**src/rtl/core/bkc_pkg.sv**
```systemverilog
// shared constants and types for the collision backoff checker
package bkc_pkg;

    localparam int NODES_DEF              = 16;
    localparam int TABLE_ENTRIES_DEF      = 256;
    localparam int RECORDS_PER_BUCKET_DEF = 4;

    localparam int TIME_W    = 16;
    localparam int GUARD_W   = 15;
    localparam int NIB_W     = 4;
    localparam int PAIR_W    = 8;
    localparam int TYPE_W    = 2;
    localparam int BACKOFF_W = 17;
    localparam int REC_W     = PAIR_W + TYPE_W + TIME_W;

    // func codes
    localparam logic [1:0] FN_WRITE_DELAY = 2'd0;
    localparam logic [1:0] FN_ADD_RECORD  = 2'd1;
    localparam logic [1:0] FN_CHECK       = 2'd2;
    localparam logic [1:0] FN_CLEAR_ALL   = 2'd3;

    // frame types
    localparam logic [TYPE_W-1:0] FT_RTS  = 2'd0;
    localparam logic [TYPE_W-1:0] FT_CTS  = 2'd1;
    localparam logic [TYPE_W-1:0] FT_DATA = 2'd2;
    localparam logic [TYPE_W-1:0] FT_ACK  = 2'd3;

    // register indexes
    localparam logic [1:0] REG_LOCAL_ADDRESS = 2'd0;
    localparam logic [1:0] REG_MAX_PROP      = 2'd1;
    localparam logic [1:0] REG_CTRL_GUARD    = 2'd2;
    localparam logic [1:0] REG_DATA_GUARD    = 2'd3;

    localparam logic [NIB_W-1:0]   LOCAL_ADDRESS_RST = 4'd1;
    localparam logic [TIME_W-1:0]  MAX_PROP_RST      = 16'd1000;
    localparam logic [GUARD_W-1:0] CTRL_GUARD_RST    = 15'd100;
    localparam logic [GUARD_W-1:0] DATA_GUARD_RST    = 15'd200;

    localparam logic [TIME_W+1:0] BACKOFF_BIAS = 18'd5;

    typedef struct packed {
        logic                 hit;
        logic                 stale;
        logic [BACKOFF_W-1:0] backoff;
    } win_res_t;

endpackage

```
**src/rtl/core/bkc_window.sv**
```systemverilog
// arrival window test on 16-bit wrapping times
module bkc_window import bkc_pkg::*; (
    input  logic [TIME_W-1:0]  a,
    input  logic [TIME_W-1:0]  b,
    input  logic [GUARD_W-1:0] lo,
    input  logic [GUARD_W-1:0] hi,
    output win_res_t           res
);

    logic [TIME_W-1:0] diff;
    logic [TIME_W+1:0] d_ext;
    logic [TIME_W+1:0] above;
    logic [TIME_W+1:0] below;
    logic [TIME_W+1:0] biased;

    assign diff   = a - b;
    assign d_ext  = {{2{diff[TIME_W-1]}}, diff};
    // hi - d, negative when d is past the window
    assign above  = {3'b000, hi} - d_ext;
    // d + lo, negative when d is before the window
    assign below  = d_ext + {3'b000, lo};
    assign biased = above + BACKOFF_BIAS;

    assign res.stale   = above[TIME_W+1];
    assign res.hit     = !above[TIME_W+1] && !below[TIME_W+1];
    assign res.backoff = biased[BACKOFF_W-1:0];

endmodule

```
**config.mk**
```make
export PLATFORM = sky130hd
export DESIGN_NAME = bkc_window
export DESIGN_NICKNAME = d
export VERILOG_FILES = /design/src/rtl/core/bkc_pkg.sv /design/src/rtl/core/bkc_window.sv
export SDC_FILE = /design/constraint.sdc
export NUM_CORES = 1
export LEC_CHECK = 0
export ABC_AREA = 1
export BUFFER_PORTS_ARGS = -buffer_cell sky130_fd_sc_hd__buf_2
export CAP_MARGIN = 20
export CORE_AREA = 2 2 77 79
export DETAILED_ROUTE_END_ITERATION = 16
export DIE_AREA = 0 0 79 81
export GPL_TIMING_DRIVEN = 0
export PLACE_DENSITY = 0.85
export SETUP_SLACK_MARGIN = 0.4
export SYNTH_ARGS = -nofsm -noshare
export SYNTH_HDL_FRONTEND = slang
export SYNTH_SLANG_ARGS = --single-unit
```
**constraint.sdc**
```tcl
create_clock -name vclk -period 4.8
set_input_delay 0.96 -clock vclk [all_inputs]
set_output_delay 0.96 -clock vclk [all_outputs]
set_load 0.05 [all_outputs]
```
==> summary.md, run 1 <==
| Metric | Value |
|---|---|
| Outcome | complete, but fails checks |
| Failing checks | setup timing |
| Syn Nets | just under 600 |
| Area share of the leading cell type in the synthesized netlist | 21.07% |
| Initial DRC Count | ~100 |
| Most common cell in the netlist | nand2_1 |
| Multi-input logic area | just over 0.003 mm^2 |
| Slowest cell on crit path | fa_2 |
| Initial antenna violation count | 0 |
| Setup repair after global routing missed its margin | true |
| Min Hold Slack | around 2.5 ns |
| YS warnings | 0 |
| CP Data Arrival Time | about 4.1 ns |
| N_diodes | 0 |
| Pre-CTS WS | -0.7344 ns |
| Chip height | between 80 and 90 um |
| Worst-path maximum fanout | 4 |
| Vias | ~3400 |
| Max_slew headroom | 77.94% |
| Final Setup Violations | 11 |
| Bufs and invs on worst path | 5 |
| Fin crit period | approximately 5.1 ns |
| Delay-heaviest family, CP | simple AND/OR/NAND/NOR gates |
| Post-route cell area | around 0.0045 mm^2 |
| FF/Latch Area | 0 um^2 |
| Estimated wirelength of the detail-placed design | approximately 5900 um |
| # rows | 28 |
| Setup_tns | -2.313 ns |
| Max Cap Violations | 0 |
| IO Count | between 80 and 90 |
| Wire length per cell | 13.17 um |
| Dominant cell type by area after synthesis | ha_1 |
| Netlist cell types | 36 |
| Largest cells by area after synthesis | ha_1 21%, nand2_1 19%, inv_1 14% |
| Die Footprint | between 0.006 and 0.007 mm^2 |
| Hold path depth | 5 |
| Total Routing Usage GR | about a quarter |
| FFs & Latches | 0 |
| Final non-filler cell total | about 670 |
| Crit path largest cell delay | approximately 0.35 ns |
| Tcrit/Tclk final | 106.3% |
| CTS Hold Bufs | 0 |
| 1st-pass router iterations | 4 |
| Average size of a mapped cell | 5.698 um^2 |
| Layout overhead on the synthesized area | 67.65% |
| PD cells | 413.2 mW/mm^2 |
| Fin worst setup slack | -0.3020 ns |
| Routability Congestion | around 0.83 |
| Core Util, Final | 78.95% |
| Synth top cells by count | 137 x nand2_1, 103 x inv_1, 45 x ha_1, 31 x nand3_1, 25 x a21oi_1 |
| Pwr Total | roughly 1.9 mW |
| WL final | 8773 um |
| Starting Density | a little under half |
| Leakage | roughly 2.5 nW |
| Cell Area, Synth | about 0.0027 mm^2 |
| Hold EP | res[18] |
| # DRC | 0 |
| # nets final | around 700 |
| Register area share after synthesis | 0% |
| Port Buffers | 81 |
| Crit. End Element | output pin |
| # fillers | roughly 380 |
| GR Overflow Total | 0 |
| HP Start | lo[14] |
| Mapped Cells | 469 |
| Clock buf count | 0 |
| Vias in the first global route | 3306 |
| Area post-placement | ~0.0035 mm^2 |
| Vias per cell | roughly 5.1 |
| Antenna Nets Post-Route | 0 |
| Max-slew violations | 0 |
| Core area | between 0.005 and 0.006 mm^2 |
| Maximum vdd drop | just over 0.0004 V |
| Pin slew with the least headroom to its limit | around 0.33 ns |
| Hold Vio Cnt, Final | 0 |
| Die Wd | approximately 79 um |
| Fmax | a little under 0.2 GHz |
| Placed Instances | between 600 and 700 |
| CP required | about 3.8 ns |
| First-pass GRT wire length | around 13000 um |
| Critical path launch point type | input pin |
| Kind of critical path | in -> out |
| Largest net degree at the start of global routing | 7 |
| Layout cells sized above 1 | approximately 51% |
| Worst Hold Class | in -> out |
==> worst max-delay path by stage <==
stage,to,start,cells past startpoint,slack (ns)
finish,res[15],a[0],25,-0.30
global route,res[15],a[0],25,-0.51
CTS,res[15],a[0],25,-0.21
detailed placement,res[16],a[0],23,-0.73
global placement,res[16],a[0],23,-0.67
floorplan,res[18],a[0],21,-0.13
==> where the power goes <==
group	internal [mW]	total (mW)	switching, mW
registers	0	0	0
logic	0.737	1.85	1.11
clock network	0	0	0
==> what timing repair did <==
action | in CTS | in global routing
buffers inserted | 29 | 12
pin swaps | 58 | 45
gates cloned | 0 | 0
endpoints found under the setup margin | 14 | 14
resized for setup | 89 | 90
==> cells in the final DEF, fill, tap and decap left out, types with 18 or more instances in the layout <==
cell type and count:
nand2_4 22, buf_4 31, buf_6 18, nand2_2 46, ha_1 29, nand2_1 90
nand3_1 19, buf_2 66, inv_1 90
==> final cells by class <==
type / instances / area share [%]
Buffer: 1 / 0.1117
Inverter: 108 / 9.690
Multi-Input combinational cell: 360 / 68.56
Timing Repair Buffer: 122 / 19.55
Tap cell: 75 / 2.094
==> layer usage <==
metal  vias to the layer above  wire length [um]  GRT usage, %
met5                         -                 0             0
met4                         0               272         7.759
met3                        29               294         1.111
met2                       108              4891         50.93
met1                      1540              3315         25.70
li1                       1699                 -             -
==> cell families (layout without fill, tap and decap cells) <==
| logic type | Yosys count | after routing | synth area share (%) |
|---|---|---|---|
| buf+inv | 109 | 231 | 15.36 |
| xor+xnor | 29 | 29 | 10.07 |
| fa+ha+maj | 47 | 47 | 22.57 |
| simple gates | 245 | 245 | 43.96 |
| compound gates | 39 | 39 | 8.053 |
No activity file was read; power rests on OpenSTA's default activity.
==> inputs of run 2 (changes only) <==
- CORE_AREA: 2 2 77 79 -> 2 2 73 75
- DIE_AREA: 0 0 79 81 -> 0 0 75 77
- PLACE_DENSITY: 0.85 -> 0.89
- clock period: 4.8 -> 5.9 ns (I/O delays scaled with it)
==> run 2 against run 1 <==
  * The flow now finishes without violations
  * Cell area fell by 11%
  * Via count increased by 6.3%
  * Die area down 9.8%
  * Final cell count fell by 2.4%
  * Combinational power fell by 30%
  * Sequential cell count is the same
  * Utilization grew 1.5 points
  * Worst setup slack gained 0.56 ns
==> summary.md, run 2 (same netlist as run 1, synthesis figures left out) <==
| Metric | Value |
|---|---|
| Critical path launch point type | input pin |
| HP Start | lo[14] |
| 1st-pass router iterations | 6 (+2) |
| Largest net degree at the start of global routing | 7 (unchanged) |
| NetSw | 0.8398 mW (-25%) |
| Hold EP | res[18] |
| GR Overflow Total | 0 (unchanged) |
| Hold Vio Cnt, Final | 0 (unchanged) |
| Most frequent cells in the layout | 116 x nand2_1, 96 x inv_1, 68 x buf_2 |
| Initial antenna violation count | 0 (unchanged) |
| Multi-input logic area | 0.002808 mm^2 (-8.6%) |
| First-pass GRT wire length | 11590 um (-11%) |
| Delay-heaviest family, CP | simple AND/OR/NAND/NOR gates |
| Vias in the first global route | 2999 (-9.3%) |
| Post-route cell area | 0.004004 mm^2 (-11%) |
| Fin crit period | ~5.6 ns |
| Initial DRC Count | 266 (+160%) |
| Chip height | 77 um (-4.9%) |
| FFs & Latches | 0 (unchanged) |
| Sequential Power Share | 0% (unchanged) |
| Hold path depth | 5 (unchanged) |
| Max-slew violations | 0 (unchanged) |
| Starting Density | 53.70% (+6.6 points) |
| N_diodes | 0 (unchanged) |
| Wire length per cell | 14.49 um (+10%) |
| Antenna Nets Post-Route | 0 (unchanged) |
| Core Util, Final | 80.44% (+1.5 points) |
| Estimated wirelength of the detail-placed design | 5532 um (-6.1%) |
| CP Data Arrival Time | 4.46 ns (+0.32 ns) |
| # rows | 26 (-7.1%) |
| Critical path's most frequent cell | inv_1 |
| Switching Share | 64.86% (+4.7 points) |
| Port Buffers | 81 (unchanged) |
| Layout cells sized above 1 | 41.72% (-8.9 points) |
| PD cells | 323.4 mW/mm^2 (-22%) |
| WL final | 9416 um (+7.3%) |
| Worst Hold Class | in -> out |
| CP required | 4.72 ns (+0.88 ns) |
| Slowest cell on crit path | ha_4 |
| Min Hold Slack | 2.918 ns (+0.4090 ns) |
| Internal power | 0.4551 mW (-38%) |
| Max_slew headroom | 76.64% (-1.3 points) |
| Tcrit/Tclk final | roughly 96% |
| Leakage | 2.318 nW (-5.5%) |
| Die Wd | 75 um (-5.1%) |
| Setup repair after global routing missed its margin | true |
| Vias | 3587 (+6.3%) |
| Core area | 0.004977 mm^2 (-12%) |
| Worst-path cell chain | buf_2 > inv_1 > ha_4 > or2_1 > nand3_1 > nand2_2 > a21oi_4 > buf_4 > xor2_2 > inv_1 > ha_4 > nand2_2 > inv_1 > nand2_1 > nand2_1 > inv_1 > nand3_1 > nand2_1 > nand2_4 > nand3_2 > nor2_2 > nand3_2 > xnor2_2 > buf_6 |
| Clock buf count | 0 (unchanged) |
| Maximum vdd drop | 0.0002553 V (-37%) |
| Combinational Power Share | 100.0% (about the same) |
| Kind of critical path | in -> out |
| Outcome | completed |
| Clock group share of total power | 0% (unchanged) |
| Worst-path maximum fanout | 5 (+1) |
| Crit path largest cell delay | 0.33 ns (-0.02 ns) |
| Routability Congestion | 0.8572 (+3.2%) |
| # fillers | 293 (-23%) |
| # nets final | 691 (-1.6%) |
| Pin slew with the least headroom to its limit | 0.3467 ns (+0.01924 ns) |
| Final Setup Violations | 0 (-11) |
| IO Count | 81 (unchanged) |
| # DRC | 0 (unchanged) |
| Area post-placement | 0.003177 mm^2 (-8.3%) |
| Total Routing Usage GR | 23.74% (-0.59 points) |
| Layout overhead on the synthesized area | 49.81% |
| Fmax | roughly 0.18 GHz |
| Max Cap Violations | 0 (unchanged) |
| Vias per cell | 5.518 (+8.9%) |
| Most common cell after layout, fill and taps aside | nand2_1 |
| Crit. End Element | output pin |
| FF/Latch Area | 0 um^2 (unchanged) |
| Die Footprint | 0.005775 mm^2 (-9.8%) |
| Bufs and invs on worst path | 7 (+2) |
[run 2: cell types whose count changed in the layout (fill, tap and decap cells not counted), sizes merged]
| cell | previous run | this run |
|---|---|---|
| buf | 122 | 108 |
| inv | 107 | 108 |
| clkbuf | 1 | 4 |
| clkinvlp | 1 | 0 |
[run 2: power by group through the flow]
stage	Combinational, mW	Clock [mW]	Sequential (mW)
after floorplan	0.786	0	0
after global placement	0.940	0	0
after detailed placement	0.964	0	0
after CTS	1.03	0	0
after global routing	1.38	0	0
final	1.29	0	0
[run 2: final cells by class]
class	count	area share (%)
plain buffers	1	0.1250
repair buffers	111	17.31
well taps	70	2.188
multi-input cells	360	70.12
inverters	108	10.25
[run 2: how the worst max path moves through the flow]
| stage | end | slack (ns) | startpoint | depth (start not counted) |
|---|---|---|---|---|
| after global placement | res[16] | 0.05 | a[0] | 23 |
| final | res[13] | 0.26 | b[2] | 24 |
| after CTS | res[15] | 0.36 | a[0] | 26 |
| after global routing | res[16] | 0.09 | a[0] | 25 |
| after detailed placement | res[16] | -0.04 | a[0] | 23 |
| after floorplan | res[16] | 0.34 | a[0] | 23 |
[run 2: timing repair]
item	4_1_cts	5_1_grt
setup buffers	12	18
pin swaps	20	47
hold buffers	0	0
setup endpoints to repair	8	12
gates resized for setup	34	106
[run 2: per-stage QoR]
| stage | setup slack, ns | power (mW) | TNS (ns) | std cells |
|---|---|---|---|---|
| after floorplan | 0.3405 | 0.7862 | 0 | 469 |
| after global placement | 0.05292 | 0.9402 | 0 | 620 |
| after detailed placement | -0.03928 | 0.9638 | -0.04576 | 620 |
| after CTS | 0.3596 | 1.035 | 0 | 632 |
| after global routing | 0.09317 | 1.383 | 0 | 650 |
| final | 0.2565 | 1.295 | 0 | 650 |
[run 2: tightest hold or removal path: stages]
cell and delay [ns]:
buf_2 0.08, ha_1 0.12, nand2_1 0.06, a21oi_2 0.13
buf_6 0.16
[run 2: layer usage]
layer / up-vias / track usage (%) / routed length [um]
li1: 1674 / - / -
met5: - / 0 / 0
met3: 67 / 1.183 / 649
met1: 1621 / 27.26 / 3335
met4: 0 / 5.893 / 502
met2: 225 / 45.70 / 4928
==> inputs of run 3 (changes only) <==
- CORE_AREA: 2 2 73 75 -> 2 2 81 83
- DIE_AREA: 0 0 75 77 -> 0 0 83 85
- PLACE_DENSITY: 0.89 -> 0.75
==> run 3 against run 2 <==
  * Clock-buffer cell count is the same
  * Power shrank 0.34%
  * Sequential share of layout area is the same
  * Critical endpoint unchanged
==> summary.md, run 3 (same netlist as run 1, synthesis figures left out) <==
| Metric | Value |
|---|---|
| Outcome | completed |
| CP Data Arrival Time | 4.22 ns (-0.24 ns) |
| Fmax | 0.1851 GHz (+4.4%) |
| Clock buf count | 0 (unchanged) |
| Setup_tns | 0 ns (unchanged) |
| CP required | 4.72 ns (about the same) |
| Vias | 3182 (-11%) |
| Max Cap Violations | 0 (unchanged) |
| Multi-input logic area | 0.002905 mm^2 (+3.5%) |
| Internal power | 0.4674 mW (+2.7%) |
| First-pass GRT wire length | 11410 um (-1.6%) |
| Met2 Resource Use GR | 36.88% (-8.8 points) |
| Layout overhead on the synthesized area | 53.42% |
| Routability Congestion | 0.8388 (-2.1%) |
| Vias in the first global route | 2908 (-3.0%) |
| Slowest cell on crit path | ha_2 |
| Crit path largest cell delay | 0.38 ns (+0.05 ns) |
| PD cells | 314.8 mW/mm^2 (-2.7%) |
| Worst-path maximum fanout | 4 (-1) |
| Placed Instances | 627 (+1.1%) |
| Largest net degree at the start of global routing | 7 (unchanged) |
| Setup repair after global routing missed its margin | true |
| N_diodes | 0 (unchanged) |
| FFs & Latches | 0 (unchanged) |
| GR Overflow Total | 0 (unchanged) |
| # DRC | 0 (unchanged) |
| FF/Latch Area | 0 um^2 (unchanged) |
| # nets final | 691 (unchanged) |
| Layout cells sized above 1 | 45.34% (+3.6 points) |
| Met1 Track Usage GR | 21.85% (-5.4 points) |
| Clock group share of total power | 0% (unchanged) |
| Sequential Power Share | 0% (unchanged) |
| Max-slew violations | 0 (unchanged) |
| 1st-pass router iterations | 4 (-2) |
| Hold path depth | 4 (-1) |
| Vias per cell | 4.843 (-12%) |
| Hold Vio Cnt, Final | 0 (unchanged) |
| Final Setup Violations | 0 (unchanged) |
| Total Routing Usage GR | 18.42% (-5.3 points) |
| Initial DRC Count | 96 (-64%) |
| Chip height | 85 um (+10%) |
| Maximum vdd drop | 0.0002955 V (+16%) |
| Most frequent cells in the layout | 103 x nand2_1, 95 x inv_1, 72 x buf_2 |
| HP Start | hi[0] |
| NetSw | 0.8232 mW (-2.0%) |
| Top Usage Layer GRT | met2 |
| Hold EP | res[0] |
| Pin slew with the least headroom to its limit | 0.3615 ns (+0.01477 ns) |
| Kind of critical path | in -> out |
| # rows | 29 (+12%) |
| Met3 Track Usage GR | 0.7782% (-0.40 points) |
| Die Wd | 83 um (+11%) |
| CTS Hold Bufs | 0 (unchanged) |
| Worst Hold Class | in -> out |
| Final non-filler cell total | 657 (+1.1%) |
| Critical path launch point type | input pin |
| Crit. End Element | output pin |
| Core area | 0.006205 mm^2 (+25%) |
| Antenna Nets Post-Route | 0 (unchanged) |
| Worst-path cell chain | buf_6 > inv_4 > ha_4 > inv_2 > fa_2 > nand3_2 > nand2_2 > buf_4 > a21oi_2 > o21bai_1 > xor2_1 > ha_2 > nand2_2 > inv_1 > nand2_1 > nand2_2 > inv_2 > nand2_4 > xor2_2 > nand2_1 > nor2_1 > nand3_2 > xnor2_2 > buf_6 |
| WL final | 7627 um (-19%) |
| Die Footprint | 0.007055 mm^2 (+22%) |
| Tcrit/Tclk final | 91.59% (-4.1 points) |
| Estimated wirelength of the detail-placed design | 5768 um (+4.3%) |
| Leakage | 2.353 nW (+1.5%) |
| Initial antenna violation count | 0 (unchanged) |
| Fin crit period | 5.404 ns (-0.2396 ns) |
| # fillers | 546 (+86%) |
| Delay-heaviest family, CP | simple AND/OR/NAND/NOR gates |
| Most common cell after layout, fill and taps aside | nand2_1 |
| Switching Share | 63.78% (-1.1 points) |
| Wire length per cell | 11.61 um (-20%) |
| Critical path's most frequent cell | nand2_2 |
| Max_slew headroom | 75.65% (-1.0 points) |
| Port Buffers | 81 (unchanged) |
| Starting Density | 43.07% (-11 points) |
| Combinational Power Share | 100.0% (about the same) |
| IO Count | 81 (unchanged) |
| Bufs and invs on worst path | 7 (unchanged) |
-- run 3: cell types whose count changed in the layout (fill, tap and decap cells not counted), moves of 4 or more --
cell / change
nand2_1: -13
nand2_2: +8
nand2_4: +5
nand3_1: -5
nand3_2: +5
buf_2: +4
-- run 3: metrics by stage --
| stage | util [%] | power [mW] | hold WS, ns | area (um^2) | setup slack [ns] |
|---|---|---|---|---|---|
| 6_report | 66.08 | 1.291 | 2.921 | 4100 | 0.4961 |
| 5_1_grt | 66.08 | 1.392 | 2.969 | 4100 | 0.3056 |
| 4_1_cts | 55.80 | 1.063 | 2.929 | 3462 | 0.3751 |
| 3_5_place_dp | 51.34 | 0.9701 | 2.928 | 3186 | -0.1518 |
| 3_3_place_gp | 51.34 | 0.9510 | 2.922 | 3186 | -0.09729 |
| 2_1_floorplan | - | 0.7862 | 2.790 | 2684 | 0.3405 |
-- run 3: worst max-delay path by stage --
stage | slack [ns] | startpoint | cells after the start | end
CTS | 0.38 | a[0] | 26 | res[15]
detailed placement | -0.15 | a[0] | 25 | res[16]
global placement | -0.1 | a[0] | 25 | res[16]
finish | 0.50 | a[0] | 24 | res[13]
global route | 0.31 | b[1] | 25 | res[14]
floorplan | 0.34 | a[0] | 23 | res[16]
-- run 3: per-layer routing --
metal	wire length [um]	up-vias
met2	3993	56
met5	0	-
met4	106	0
met3	179	8
li1	-	1684
met1	3347	1434
-- run 3: cell type report --
class	instances	area share, %
Multi-Input combinational cell	360	70.86
Tap cell	77	2.350
Buffer	1	0.1221
Inverter	108	10.01
Timing Repair Buffer	111	16.66
-- run 3: power by group through the flow --
| stage | registers, mW | logic [mW] | clock network [mW] |
|---|---|---|---|
| floorplan | 0 | 0.786 | 0 |
| global placement | 0 | 0.951 | 0 |
| detailed placement | 0 | 0.970 | 0 |
| CTS | 0 | 1.06 | 0 |
| global route | 0 | 1.39 | 0 |
| finish | 0 | 1.29 | 0 |
-- run 3: timing repair --
item / in CTS / in global routing
pin swaps: 29 / 77
setup endpoints to repair: 9 / 13
resized for setup: 43 / 120
hold endpoints to repair: 0 / 0
buffers inserted: 16 / 14
